<file path="src/sv/b64be_pkg.sv">
// shared constants and the character lookup for the byte encoder
package b64be_pkg;

   localparam int unsigned CHAR_W  = 8;
   localparam int unsigned GROUP_W = 6;

   // permuted alphabet, first character in the top byte
   localparam logic [64*CHAR_W-1:0] ALPHABET =
      "QWERTYUIOPASDFGHJKLZXCVBNMqwertyuiopasdfghjklzxcvbnm1234567890+/";

   localparam logic [CHAR_W-1:0] PAD_CHAR = 8'h3D;

   // map one 6-bit group to its ascii code
   function automatic logic [CHAR_W-1:0] group_char(input logic [GROUP_W-1:0] group);
      logic [GROUP_W+2:0] pos;
      pos = {~group, 3'b000};
      return ALPHABET[pos +: CHAR_W];
   endfunction

endpackage

</file>
<file path="src/sv/base64_byte_encoder.sv">
// byte-serial base64-style encoder with permuted alphabet and padding
// an accepted byte is written to the character buffer, and each of its characters then passes
// through the output register, one character per cycle while rsp_tready does not stall it
// characters per byte: an ordinary byte gives 1 or 2 and the last byte of a message 2 to 4;
// a new byte is taken as the buffer hands over its last character
// reset: synchronous, active high; clears pending bits and empties buffer and output
module base64_byte_encoder (
   input  logic        clock,
   input  logic        reset,
   // input byte stream
   input  logic        req_tvalid,
   output logic        req_tready,
   input  logic [7:0]  req_tdata,   // [7:0] data_byte
   input  logic        req_tlast,   // final_byte
   // encoded character stream
   output logic        rsp_tvalid,
   input  logic        rsp_tready,
   output logic [7:0]  rsp_tdata,   // [7:0] out_char
   output logic        rsp_tuser,   // run_end
   output logic        rsp_tlast    // message_end
);
   import b64be_pkg::*;

   // how many bits are pending between bytes
   typedef enum logic [1:0] {
      PEND_NONE,
      PEND_TWO,
      PEND_FOUR
   } pend_type;

   // pending bit state, carried from one byte to the next
   pend_type          pend_ff, pend_in;
   logic [3:0]        bits_ff, bits_in;

   // character buffer: up to four characters caused by one byte
   logic              buf_valid_ff;
   logic [CHAR_W-1:0] buf_char_ff [4];
   logic [CHAR_W-1:0] buf_char_in [4];
   logic [1:0]        buf_last_ff, buf_last_in;   // index of the last character
   logic [1:0]        buf_idx_ff;                 // next character to hand over
   logic              buf_msg_ff;                 // this byte ends the message

   // output register
   logic              rsp_valid_ff;
   logic [CHAR_W-1:0] rsp_char_ff;
   logic              rsp_run_ff;
   logic              rsp_msg_ff;

   logic              accept;
   logic              emit;
   logic              buf_done;
   logic              run_end;

   // buffer hands a character forward whenever the output register is free or drains
   assign emit     = buf_valid_ff && (!rsp_valid_ff || rsp_tready);
   assign run_end  = (buf_idx_ff == buf_last_ff);
   assign buf_done = emit && run_end;
   // take a new byte when the buffer is empty or sends its last character now
   assign req_tready = !buf_valid_ff || buf_done;
   assign accept     = req_tvalid && req_tready;

   // split pending bits plus new byte into 6-bit groups, flush and pad on the last byte
   always_comb begin
      pend_in     = pend_ff;
      bits_in     = bits_ff;
      buf_char_in = '{default: PAD_CHAR};
      buf_last_in = 2'd0;
      unique case (pend_ff)
         PEND_NONE: begin
            buf_char_in[0] = group_char(req_tdata[7:2]);
            if (req_tlast) begin
               // two bits left over: flush character and two pads
               buf_char_in[1] = group_char({req_tdata[1:0], 4'b0000});
               buf_last_in    = 2'd3;
            end else begin
               pend_in = PEND_TWO;
               bits_in = {2'b00, req_tdata[1:0]};
            end
         end
         PEND_TWO: begin
            buf_char_in[0] = group_char({bits_ff[1:0], req_tdata[7:4]});
            if (req_tlast) begin
               // four bits left over: flush character and one pad
               buf_char_in[1] = group_char({req_tdata[3:0], 2'b00});
               buf_last_in    = 2'd2;
            end else begin
               pend_in = PEND_FOUR;
               bits_in = req_tdata[3:0];
            end
         end
         default: begin
            // twelve bits make exactly two characters
            buf_char_in[0] = group_char({bits_ff, req_tdata[7:6]});
            buf_char_in[1] = group_char(req_tdata[5:0]);
            buf_last_in    = 2'd1;
            pend_in        = PEND_NONE;
            bits_in        = 4'd0;
         end
      endcase
      if (req_tlast) begin
         pend_in = PEND_NONE;
         bits_in = 4'd0;
      end
   end

   always_ff @(posedge clock) begin
      if (reset) begin
         pend_ff      <= PEND_NONE;
         bits_ff      <= 4'd0;
         buf_valid_ff <= 1'b0;
         buf_idx_ff   <= 2'd0;
         rsp_valid_ff <= 1'b0;
      end else begin
         if (accept) begin
            pend_ff      <= pend_in;
            bits_ff      <= bits_in;
            buf_valid_ff <= 1'b1;
            buf_idx_ff   <= 2'd0;
         end else if (buf_done) begin
            buf_valid_ff <= 1'b0;
         end else if (emit) begin
            buf_idx_ff <= buf_idx_ff + 2'd1;
         end

         if (emit) begin
            rsp_valid_ff <= 1'b1;
         end else if (rsp_tready) begin
            rsp_valid_ff <= 1'b0;
         end
      end
   end

   // payload registers
   always_ff @(posedge clock) begin
      if (accept) begin
         buf_char_ff <= buf_char_in;
         buf_last_ff <= buf_last_in;
         buf_msg_ff  <= req_tlast;
      end
      if (emit) begin
         rsp_char_ff <= buf_char_ff[buf_idx_ff];
         rsp_run_ff  <= run_end;
         rsp_msg_ff  <= run_end && buf_msg_ff;
      end
   end

   assign rsp_tvalid = rsp_valid_ff;
   assign rsp_tdata  = rsp_char_ff;
   assign rsp_tuser  = rsp_run_ff;
   assign rsp_tlast  = rsp_msg_ff;

endmodule
</file>
<file path="config.mk">
export PLATFORM = sky130hd
export DESIGN_NAME = base64_byte_encoder
export DESIGN_NICKNAME = d
export VERILOG_FILES = /design/src/sv/b64be_pkg.sv /design/src/sv/base64_byte_encoder.sv
export SDC_FILE = /design/constraint.sdc
export NUM_CORES = 1
export LEC_CHECK = 0
export BUFFER_PORTS_ARGS = -buffer_cell sky130_fd_sc_hd__buf_4
export CAP_MARGIN = 20
export CORE_ASPECT_RATIO = 1.75
export CORE_MARGIN = 5
export CORE_UTILIZATION = 50
export CTS_BUF_LIST = sky130_fd_sc_hd__clkbuf_8 sky130_fd_sc_hd__clkbuf_16
export CTS_CLUSTER_SIZE = 25
export DETAILED_ROUTE_END_ITERATION = 8
export MAX_ROUTING_LAYER = met4
export PLACE_DENSITY = 0.68
export SETUP_SLACK_MARGIN = 0.02
export SKIP_CTS_REPAIR_TIMING = 1
export SYNTH_ARGS = -nofsm -noshare
export SYNTH_HDL_FRONTEND = slang
export SYNTH_SLANG_ARGS = --single-unit
</file>
<file path="constraint.sdc">
create_clock -name clock -period 3.2 [get_ports clock]
set_input_delay 0.64 -clock clock [delete_from_list [all_inputs] [get_ports clock]]
set_output_delay 0.64 -clock clock [all_outputs]
set_load 0.05 [all_outputs]
</file>
==> results.yml, run 1 <==
drt:
  routed-via-count: 3025
  firstDrtPassIters: 5
  vias_per_cell: 6.28
  drc: 0
  first_iter_violations: 318
  post_drt_wl_per_cell_um: 18.2
  antenna_left: 0
  finalWirelength_mm: 8.79
die:
  die_x_um: 71.1
  dieArea_um2: 8310
  initial_core_util: 0.507
  num_io_pins: 25
  die_y_um: 117
  placeableCoreArea_um2: 6440
  rows: 39
run:
  drv_cap: 0
setup_path:
  cp_max_fo: 9
  crit_arrival_ns: 2.71
  required_ns: 3.21
  startpoint_type: "flip-flop"
  critPathCaptureType: "flip-flop"
  criticalPathCategory: "flip-flop to flip-flop"
synthesis:
  yosys.cell_types.count: 60
  syn_area_um2: 3260
  synth.area.top_cells: "edfxtp_1 24%, dfxtp_1 6.1%, ha_1 6.1%"
  synth_edf_count: 26
  seq_area_frac_synth: 0.300
  ys_ff_latch: 36
  synth_ff_type: "edfxtp_1"
  synth_top_cell_area_share: 0.239
  synth_nets: 421
  yosysMostFrequentCell: "nand2_1"
  synth_area_leader_cell: "edfxtp_1"
  syn_avg_cell_area_um2: 8.33
  synthTopCellsByCount: "48 x nand2_1, 32 x o21ai_0, 31 x nor2_1"
  yosysWarnings: 0
  synthArstFlopShare: 0
  synth_cells: 392
sta:
  fmax_mhz: 370
  rsz0062_at_grt: "no"
  fin_crit_sh: 0.844
  tns_ns: 0
  fin_skew_ns: 0.00389
  drv_slew: 0
  worstMarginPinSlew_ns: 0.787
  setup_viol: 0
  max_slew_margin: 0.474
  hold_violations: 0
  period_needed_ns: 2.70
clock_tree:
  clkTransAtPathRegs_ns: 0.05
  clkSinkCount: 36
  insertion_delay_ns: 0.28
  numCtsBuffers: 5
  htreeDepth: 2
  root_buffer: "clkbuf_16"
  clockBufferDepth: 2
  cts_tree: "built"
global_route:
  grt_max_degree: 46
  antenna_found_initial: 0
  grtUsageTotal: 0.221
  grt_pass1_vias: 2873
  grt_pass1_wl_mm: 14.0
  grt_overflow: 0
layout:
  multi_input_area_um2: 2070
  final_core_util: 0.559
  drive_above_1_share: 0.148
  nFillCells: 626
  n_antenna_cell: 0
  syn_to_final_growth_pct: 10.4
  regArea_um2: 981
  fin_nets: 428
status:
  status: "finished, final reports clean"
placement:
  dpl.hpwl_mm: 6.67
  numPortBuffers: 23
  gp_congestion: 1.03
pwr:
  p_per_area_nw_per_um2: 419
  ir_drop_uv: 232
  p_leak_nw: 1.36
hold_path:
  hold_class: "flip-flop to flip-flop"
==> area by class of cell <==
class,count,area share
multi-input cells,308,0.574
flip-flops and latches,36,0.272
repair buffers,33,0.0688
clock buffers,5,0.0347
well taps,82,0.0285
inverters,15,0.0163
clock inverters,3,0.00521
==> cells in the final DEF (no fill, tap or decap), drive strengths merged, types with 9 or more instances in the layout <==
cell type / netlist / routed
edfxtp: 26 / 26
a211oi: 11 / 11
nand3: 12 / 12
nand2: 48 / 48
a21oi: 20 / 20
buf: 19 / 33
o211ai: 10 / 10
nor2b: 11 / 11
mux2i: 15 / 15
ha: 16 / 16
dfxtp: 10 / 10
nor2: 31 / 31
inv: 14 / 14
mux2: 9 / 9
o21ai: 38 / 38
==> power by group <==
group	leakage [nW]	total (mW)	switching (mW)	internal [mW]
clock	0.0736	0.458	0.172	0.286
combinational	0.966	0.486	0.307	0.179
sequential	0.325	0.566	0.0183	0.548
total	1.36	1.51	0.497	1.01
==> cells by family (layout without fill, tap and decap cells) <==
| group | Yosys count | in the layout | share of synthesized area |
|---|---|---|---|
| buffers and inverters | 48 | 56 | 0.0655 |
| other | 1 | 1 | 0.00115 |
| AO/OA/AOI/OAI | 133 | 133 | 0.281 |
| flip-flops | 36 | 36 | 0.300 |
| XOR/XNOR | 7 | 7 | 0.0188 |
| AND/OR/NAND/NOR | 126 | 126 | 0.176 |
| adder cells (fa/ha/maj) | 16 | 16 | 0.0613 |
| multiplexers | 25 | 25 | 0.0962 |
==> flip-flops by register name, indices dropped and copies added, names as in the netlist, 2 cells and up <==
signal / count
bits_ff: 4
buf_char_ff: 14
buf_idx_ff: 2
buf_last_ff: 2
pend_ff: 2
rsp_tdata: 7
==> per-stage QoR <==
| stage | hold slack (ns) | power [mW] | cells | worst slack, ns | instance area (µm²) |
|---|---|---|---|---|---|
| floorplan | 0.432 | 0.932 | 392 | 0.577 | 3260 |
| global placement | 0.442 | 1.05 | 474 | 0.452 | 3460 |
| detailed placement | 0.450 | 1.06 | 474 | 0.321 | 3460 |
| CTS | 0.456 | 1.51 | 482 | 0.503 | 3600 |
| global route | 0.484 | 1.59 | 482 | 0.284 | 3600 |
| finish | 0.459 | 1.51 | 482 | 0.498 | 3600 |
==> worst paths after layout <==
kind	from	endpoint	slack (ns)	cells past startpoint
worst max register to register	pend_ff[0]	buf_char_ff[28]	0.50	9
worst min register to register	bits_ff[2]	bits_ff[2]	0.46	2
worst min-delay path	bits_ff[2]	bits_ff[2]	0.46	2
worst max-delay path	pend_ff[0]	buf_char_ff[28]	0.50	9
==> layer usage <==
metal | part of all wire | global-route usage | up-vias
li1 | - | - | 1471
met1 | 0.36 | 0.224 | 1384
met2 | 0.53 | 0.390 | 124
met3 | 0.045 | 0.0342 | 46
met4 | 0.066 | 0.146 | 0
met5 | 0 | - | -
==> critical path, cell delays in order, from the launching register on <==
cell       delay, ns
dfxtp_1         0.52
mux2_2          0.39
o21a_1          0.28
inv_1           0.19
ha_1            0.29
a2111oi_0       0.14
a211oi_1        0.23
o31ai_1         0.09
nor3_1          0.19
o221ai_2        0.12
Note: power is estimated with default switching activity, not from simulation.
==> run 2, diff against run 1 <==
--- a/config.mk
+++ b/config.mk
@@ -14,7 +14,7 @@
 export CTS_CLUSTER_SIZE = 25
 export DETAILED_ROUTE_END_ITERATION = 8
 export MAX_ROUTING_LAYER = met4
-export PLACE_DENSITY = 0.68
+export PLACE_DENSITY = 0.71
 export SETUP_SLACK_MARGIN = 0.02
 export SKIP_CTS_REPAIR_TIMING = 1
 export SYNTH_ARGS = -nofsm -noshare
==> constraint.sdc (replaced) <==
create_clock -name clock -period 2.3 [get_ports clock]
set_input_delay 0.46 -clock clock [delete_from_list [all_inputs] [get_ports clock]]
set_output_delay 0.46 -clock clock [all_outputs]
set_load 0.05 [all_outputs]
==> run 2 against run 1 <==
Compared with the run above:
- cell area up 14%
- setup slack worse by 0.44 ns
- total power up 55%
- non-clock buffer count up 46
- hold slack worse by 0.055 ns
- count of clock-buffer cells in the layout unchanged
- sequential share of layout area down 3.3 points
- first-iteration DRC count down 25%
- clock skew down 0.0011 ns
- sequential power up 38%
==> results.yml, run 2 (same netlist as run 1, synthesis figures left out) <==
layout:
  drive_above_1_share: 0.274
  multi_input_area_um2: 2160
  regArea_um2: 986
  largest_register: "buf_char_ff"
  n_antenna_cell: 0
  final_cell_mix: "74 x buf_4, 48 x nand2_1, 30 x nor2_1, 30 x o21ai_0, 26 x edfxtp_1"
  fin_nets: 474
  largest_register_ffs: 14
  syn_to_final_growth_pct: 26.3
  mostFrequentLayoutCell: "buf_4"
  nFillCells: 582
pwr:
  clockPowerShare: 0.314
  share_comb_of_total_power: 0.351
  p_per_area_nw_per_um2: 567
  swShare: 0.309
  power_mw: 2.34
  ir_drop_uv: 313
  switchingPower_mw: 0.722
  p_leak_nw: 1.62
  p_seq_frac: 0.335
  cell_internal_pwr_mw: 1.61
clock_tree:
  root_buffer: "clkbuf_16"
  numCtsBuffers: 5
  clkSinkCount: 36
  htreeDepth: 2
  cts_tree: "built"
  insertion_delay_ns: 0.27
  clkTransAtPathRegs_ns: 0.05
  clockBufferDepth: 2
setup_path:
  startpoint_type: "flip-flop"
  crit_arrival_ns: 2.34
  required_ns: 2.39
  critPathCaptureType: "flip-flop"
  criticalPathCategory: "flip-flop to flip-flop"
  cp_max_fo: 4
hold_path:
  hold_class: "input pin to flip-flop"
global_route:
  grt_pass1_vias: 3178
  grt_max_degree: 46
  antenna_found_initial: 0
  grtUsageTotal: 0.236
  grt_pass1_wl_mm: 15.1
  grt_overflow: 0
die:
  die_y_um: 117
  num_io_pins: 25
  placeableCoreArea_um2: 6440
  rows: 39
  die_x_um: 71.1
  initial_core_util: 0.507
  dieArea_um2: 8310
sta:
  fin_crit_sh: 0.976
  max_slew_margin: 0.470
  tns_ns: 0
  drv_slew: 0
  hold_violations: 0
  fin_skew_ns: 0.00280
  fmax_mhz: 445
  worstMarginPinSlew_ns: 0.793
  setup_viol: 0
  rsz0062_at_grt: "yes"
  period_needed_ns: 2.25
drt:
  post_drt_wl_per_cell_um: 17.8
  firstDrtPassIters: 5
  antenna_left: 0
  routed-via-count: 3242
  drc: 0
  first_iter_violations: 240
  vias_per_cell: 6.14
  finalWirelength_mm: 9.39
placement:
  numPortBuffers: 23
  gp_congestion: 0.982
  dpl.hpwl_mm: 7.28
status:
  status: "finished, final reports clean"
run:
  drv_cap: 0
run 2: cell types whose count changed in the layout (fill, tap and decap cells not counted), moves of 4 or more:
cell,change
buf_12,+4
buf_4,+41
ha_1,-5
ha_2,+4
run 2: layout make-up:
class	count	share of cell area
multi-input cells	308	0.525
inverters	15	0.0149
well taps	82	0.0249
clock buffers	5	0.0304
repair buffers	79	0.157
flip-flops and latches	36	0.239
clock inverters	3	0.00911
run 2: power groups by stage:
| stage | sequential, mW | combinational [mW] | clock, mW |
|---|---|---|---|
| floorplan | 0.839 | 0.467 | 0 |
| global placement | 0.794 | 0.777 | 0 |
| detailed placement | 0.796 | 0.786 | 0 |
| CTS | 0.783 | 0.789 | 0.742 |
| global route | 0.787 | 0.886 | 0.761 |
| finish | 0.781 | 0.820 | 0.734 |
run 2: worst paths after layout:
path                                  from              end  slack, ns  cells past startpoint
worst max-delay path            pend_ff[0]  buf_char_ff[24]       0.05                      9
worst min-delay path             req_tlast       buf_msg_ff       0.40                      1
worst max register to register  pend_ff[0]  buf_char_ff[24]       0.05                      9
worst min register to register  bits_ff[2]       bits_ff[2]       0.48                      2
run 2: layer usage:
layer	vias up	wire length [µm]	GRT usage	part of all wire
li1	1558	-	-	-
met1	1521	3420	0.225	0.36
met2	116	5020	0.442	0.53
met3	47	284	0.0239	0.030
met4	0	675	0.157	0.072
met5	-	0	-	0
run 2: metrics by stage:
step                      cell area (µm²)  hold slack, ns  worst slack, ns  instances  utilization
after detailed placement             3880           0.478           -0.137        520        0.603
after global routing                 4120           0.399         -0.00723        528        0.640
after floorplan                      3290           0.432           0.0115        392            -
after CTS                            4050           0.398           -0.127        528        0.628
after global placement               3880           0.465           -0.121        520        0.603
final                                4120           0.404           0.0543        528        0.640
run 2: worst max-delay path, stage by stage (launching register included):
cell and delay, ns:
dfxtp_4 0.37, mux2_2 0.35, o21a_4 0.22, ha_2 0.19, mux2_2 0.25, nand2_1 0.06
o311ai_1 0.10, a21oi_1 0.14, o21ai_0 0.12, a31oi_2 0.25
==> run 3, diff against run 2 <==
--- a/config.mk
+++ b/config.mk
@@ -9,12 +9,11 @@
 export CAP_MARGIN = 20
 export CORE_ASPECT_RATIO = 1.75
 export CORE_MARGIN = 5
-export CORE_UTILIZATION = 50
+export CORE_UTILIZATION = 41
 export CTS_BUF_LIST = sky130_fd_sc_hd__clkbuf_8 sky130_fd_sc_hd__clkbuf_16
 export CTS_CLUSTER_SIZE = 25
 export DETAILED_ROUTE_END_ITERATION = 8
 export MAX_ROUTING_LAYER = met4
-export PLACE_DENSITY = 0.71
 export SETUP_SLACK_MARGIN = 0.02
 export SKIP_CTS_REPAIR_TIMING = 1
 export SYNTH_ARGS = -nofsm -noshare
==> run 3 against run 2 <==
Compared with the run above:
- count of clock-buffer cells in the layout increased by 1
- combinational power fell by 3.8%
- critical path depth rose by 1
- sequential power is essentially flat
- maximum frequency increased by 2.1%
- global-route usage fell by 4.0 points
- final cell count is 1.3% higher
- highest routed layer unchanged
- largest cell class unchanged
- critical endpoint is now buf_char_ff[28]
- sequential share of layout area up 0.47 points
- routed wire length up 0.60%
- setup slack better by 0.046 ns
- hold slack about the same
- die area grew 19%
==> results.yml, run 3 (same netlist as run 1, synthesis figures left out) <==
die:
  num_io_pins: 25
  initial_core_util: 0.416
  rows: 43
  die_y_um: 128
  die_x_um: 77.5
  placeableCoreArea_um2: 7860
  dieArea_um2: 9920
drt:
  antenna_left: 0
  drc: 0
  post_drt_wl_per_cell_um: 17.7
  first_iter_violations: 176
  vias_per_cell: 5.90
  firstDrtPassIters: 4
  finalWirelength_mm: 9.45
  routed-via-count: 3156
pwr:
  p_leak_nw: 1.60
  p_per_area_nw_per_um2: 557
  ir_drop_uv: 294
sta:
  rsz0062_at_grt: "yes"
  max_slew_margin: 0.472
  fmax_mhz: 455
  worstMarginPinSlew_ns: 0.791
  fin_skew_ns: 0.00956
  setup_viol: 0
  hold_slack_ns: 0.404
  fin_crit_sh: 0.957
  hold_violations: 0
  period_needed_ns: 2.20
  drv_slew: 0
setup_path:
  required_ns: 2.41
  startpoint_type: "flip-flop"
  critPathBufInv: 2
  criticalPathCategory: "flip-flop to flip-flop"
  crit_arrival_ns: 2.31
  cp_max_fo: 5
  cp_slowest_stage_delay_ns: 0.38
  critPathCaptureType: "flip-flop"
  path_cells: "mux2i_2, nand2_1, o21ai_2, inv_2, buf_4, ha_1, and2_4, a2111oi_4, nor3_2, o221ai_2"
  rrSetupSlack_ns: 0.1
  cp_slowest_cell: "dfxtp_4"
  crit_family: "compound AO/OA/AOI/OAI gates"
clock_tree:
  insertion_delay_ns: 0.28
  clkTransAtPathRegs_ns: 0.06
  clockBufferDepth: 2
  root_buffer: "clkbuf_16"
  clkSinkCount: 36
  cts_tree: "built"
  htreeDepth: 2
  numCtsBuffers: 5
layout:
  regArea_um2: 986
  fin_nets: 473
  largest_register_ffs: 14
  nFillCells: 749
  final_cell_mix: "75 x buf_4, 48 x nand2_1, 31 x nor2_1, 31 x o21ai_0, 26 x edfxtp_1"
  multi_input_area_um2: 2120
  drive_above_1_share: 0.263
  largest_register: "buf_char_ff"
  n_antenna_cell: 0
  syn_to_final_growth_pct: 23.8
  final_core_util: 0.514
  mostFrequentLayoutCell: "buf_4"
placement:
  gp_congestion: 0.952
  dpl.hpwl_mm: 7.47
  numPortBuffers: 23
status:
  status: "finished, final reports clean"
global_route:
  grtUsageTotal: 0.196
  antenna_found_initial: 0
  grt_pass1_vias: 3076
  grt_pass1_wl_mm: 15.2
  grt_max_degree: 43
  grt_overflow: 0
run:
  drv_cap: 0
hold_path:
  hold_class: "input pin to flip-flop"
-- run 3: cell count changes in the layout (fill, tap and decap cells not counted), sizes merged --
cell | previous run | this run
buf | 79 | 78
bufinv | 1 | 0
clkbuf | 5 | 6
clkinv | 3 | 1
inv | 14 | 16
-- run 3: power breakdown --
group          switching [mW]  internal (mW)
Clock                   0.250          0.427
Sequential             0.0210          0.762
Combinational           0.457          0.332
Total                   0.728           1.52
-- run 3: layout make-up --
cell class                 count  share of cell area
inverter                      15              0.0152
multi-input combinational    308               0.524
sequential                    36               0.244
clock inverter                 2             0.00248
clock buffer                   6              0.0344
tap                           90              0.0279
timing repair buffer          78               0.152
-- run 3: path summary, 6_finish.rpt --
kind                    from               to  cells after the start
setup / recovery  pend_ff[0]  buf_char_ff[28]                     10
hold / removal     req_tlast       buf_msg_ff                      1
setup reg to reg  pend_ff[0]  buf_char_ff[28]                     10
hold reg to reg   bits_ff[2]       bits_ff[2]                      2
-- run 3: metrics by stage --
stage               std cells  worst slack [ns]  power [mW]  TNS [ns]  cell area, µm²
floorplan                 392            0.0115        1.31         0            3290
global placement          526           -0.0927        1.57    -0.214            3850
detailed placement        526           -0.0955        1.57    -0.259            3850
CTS                       534           -0.0899        2.25    -0.220            4000
global route              535            0.0120        2.37         0            4040
finish                    535            0.0999        2.25         0            4040
-- run 3: per-layer routing --
| metal | GRT usage | vias up | part of all wire |
|---|---|---|---|
| met1 | 0.195 | 1495 | 0.36 |
| li1 | - | 1562 | - |
| met2 | 0.381 | 75 | 0.58 |
| met3 | 0.0120 | 24 | 0.027 |
| met5 | - | - | 0 |
| met4 | 0.0881 | 0 | 0.038 |
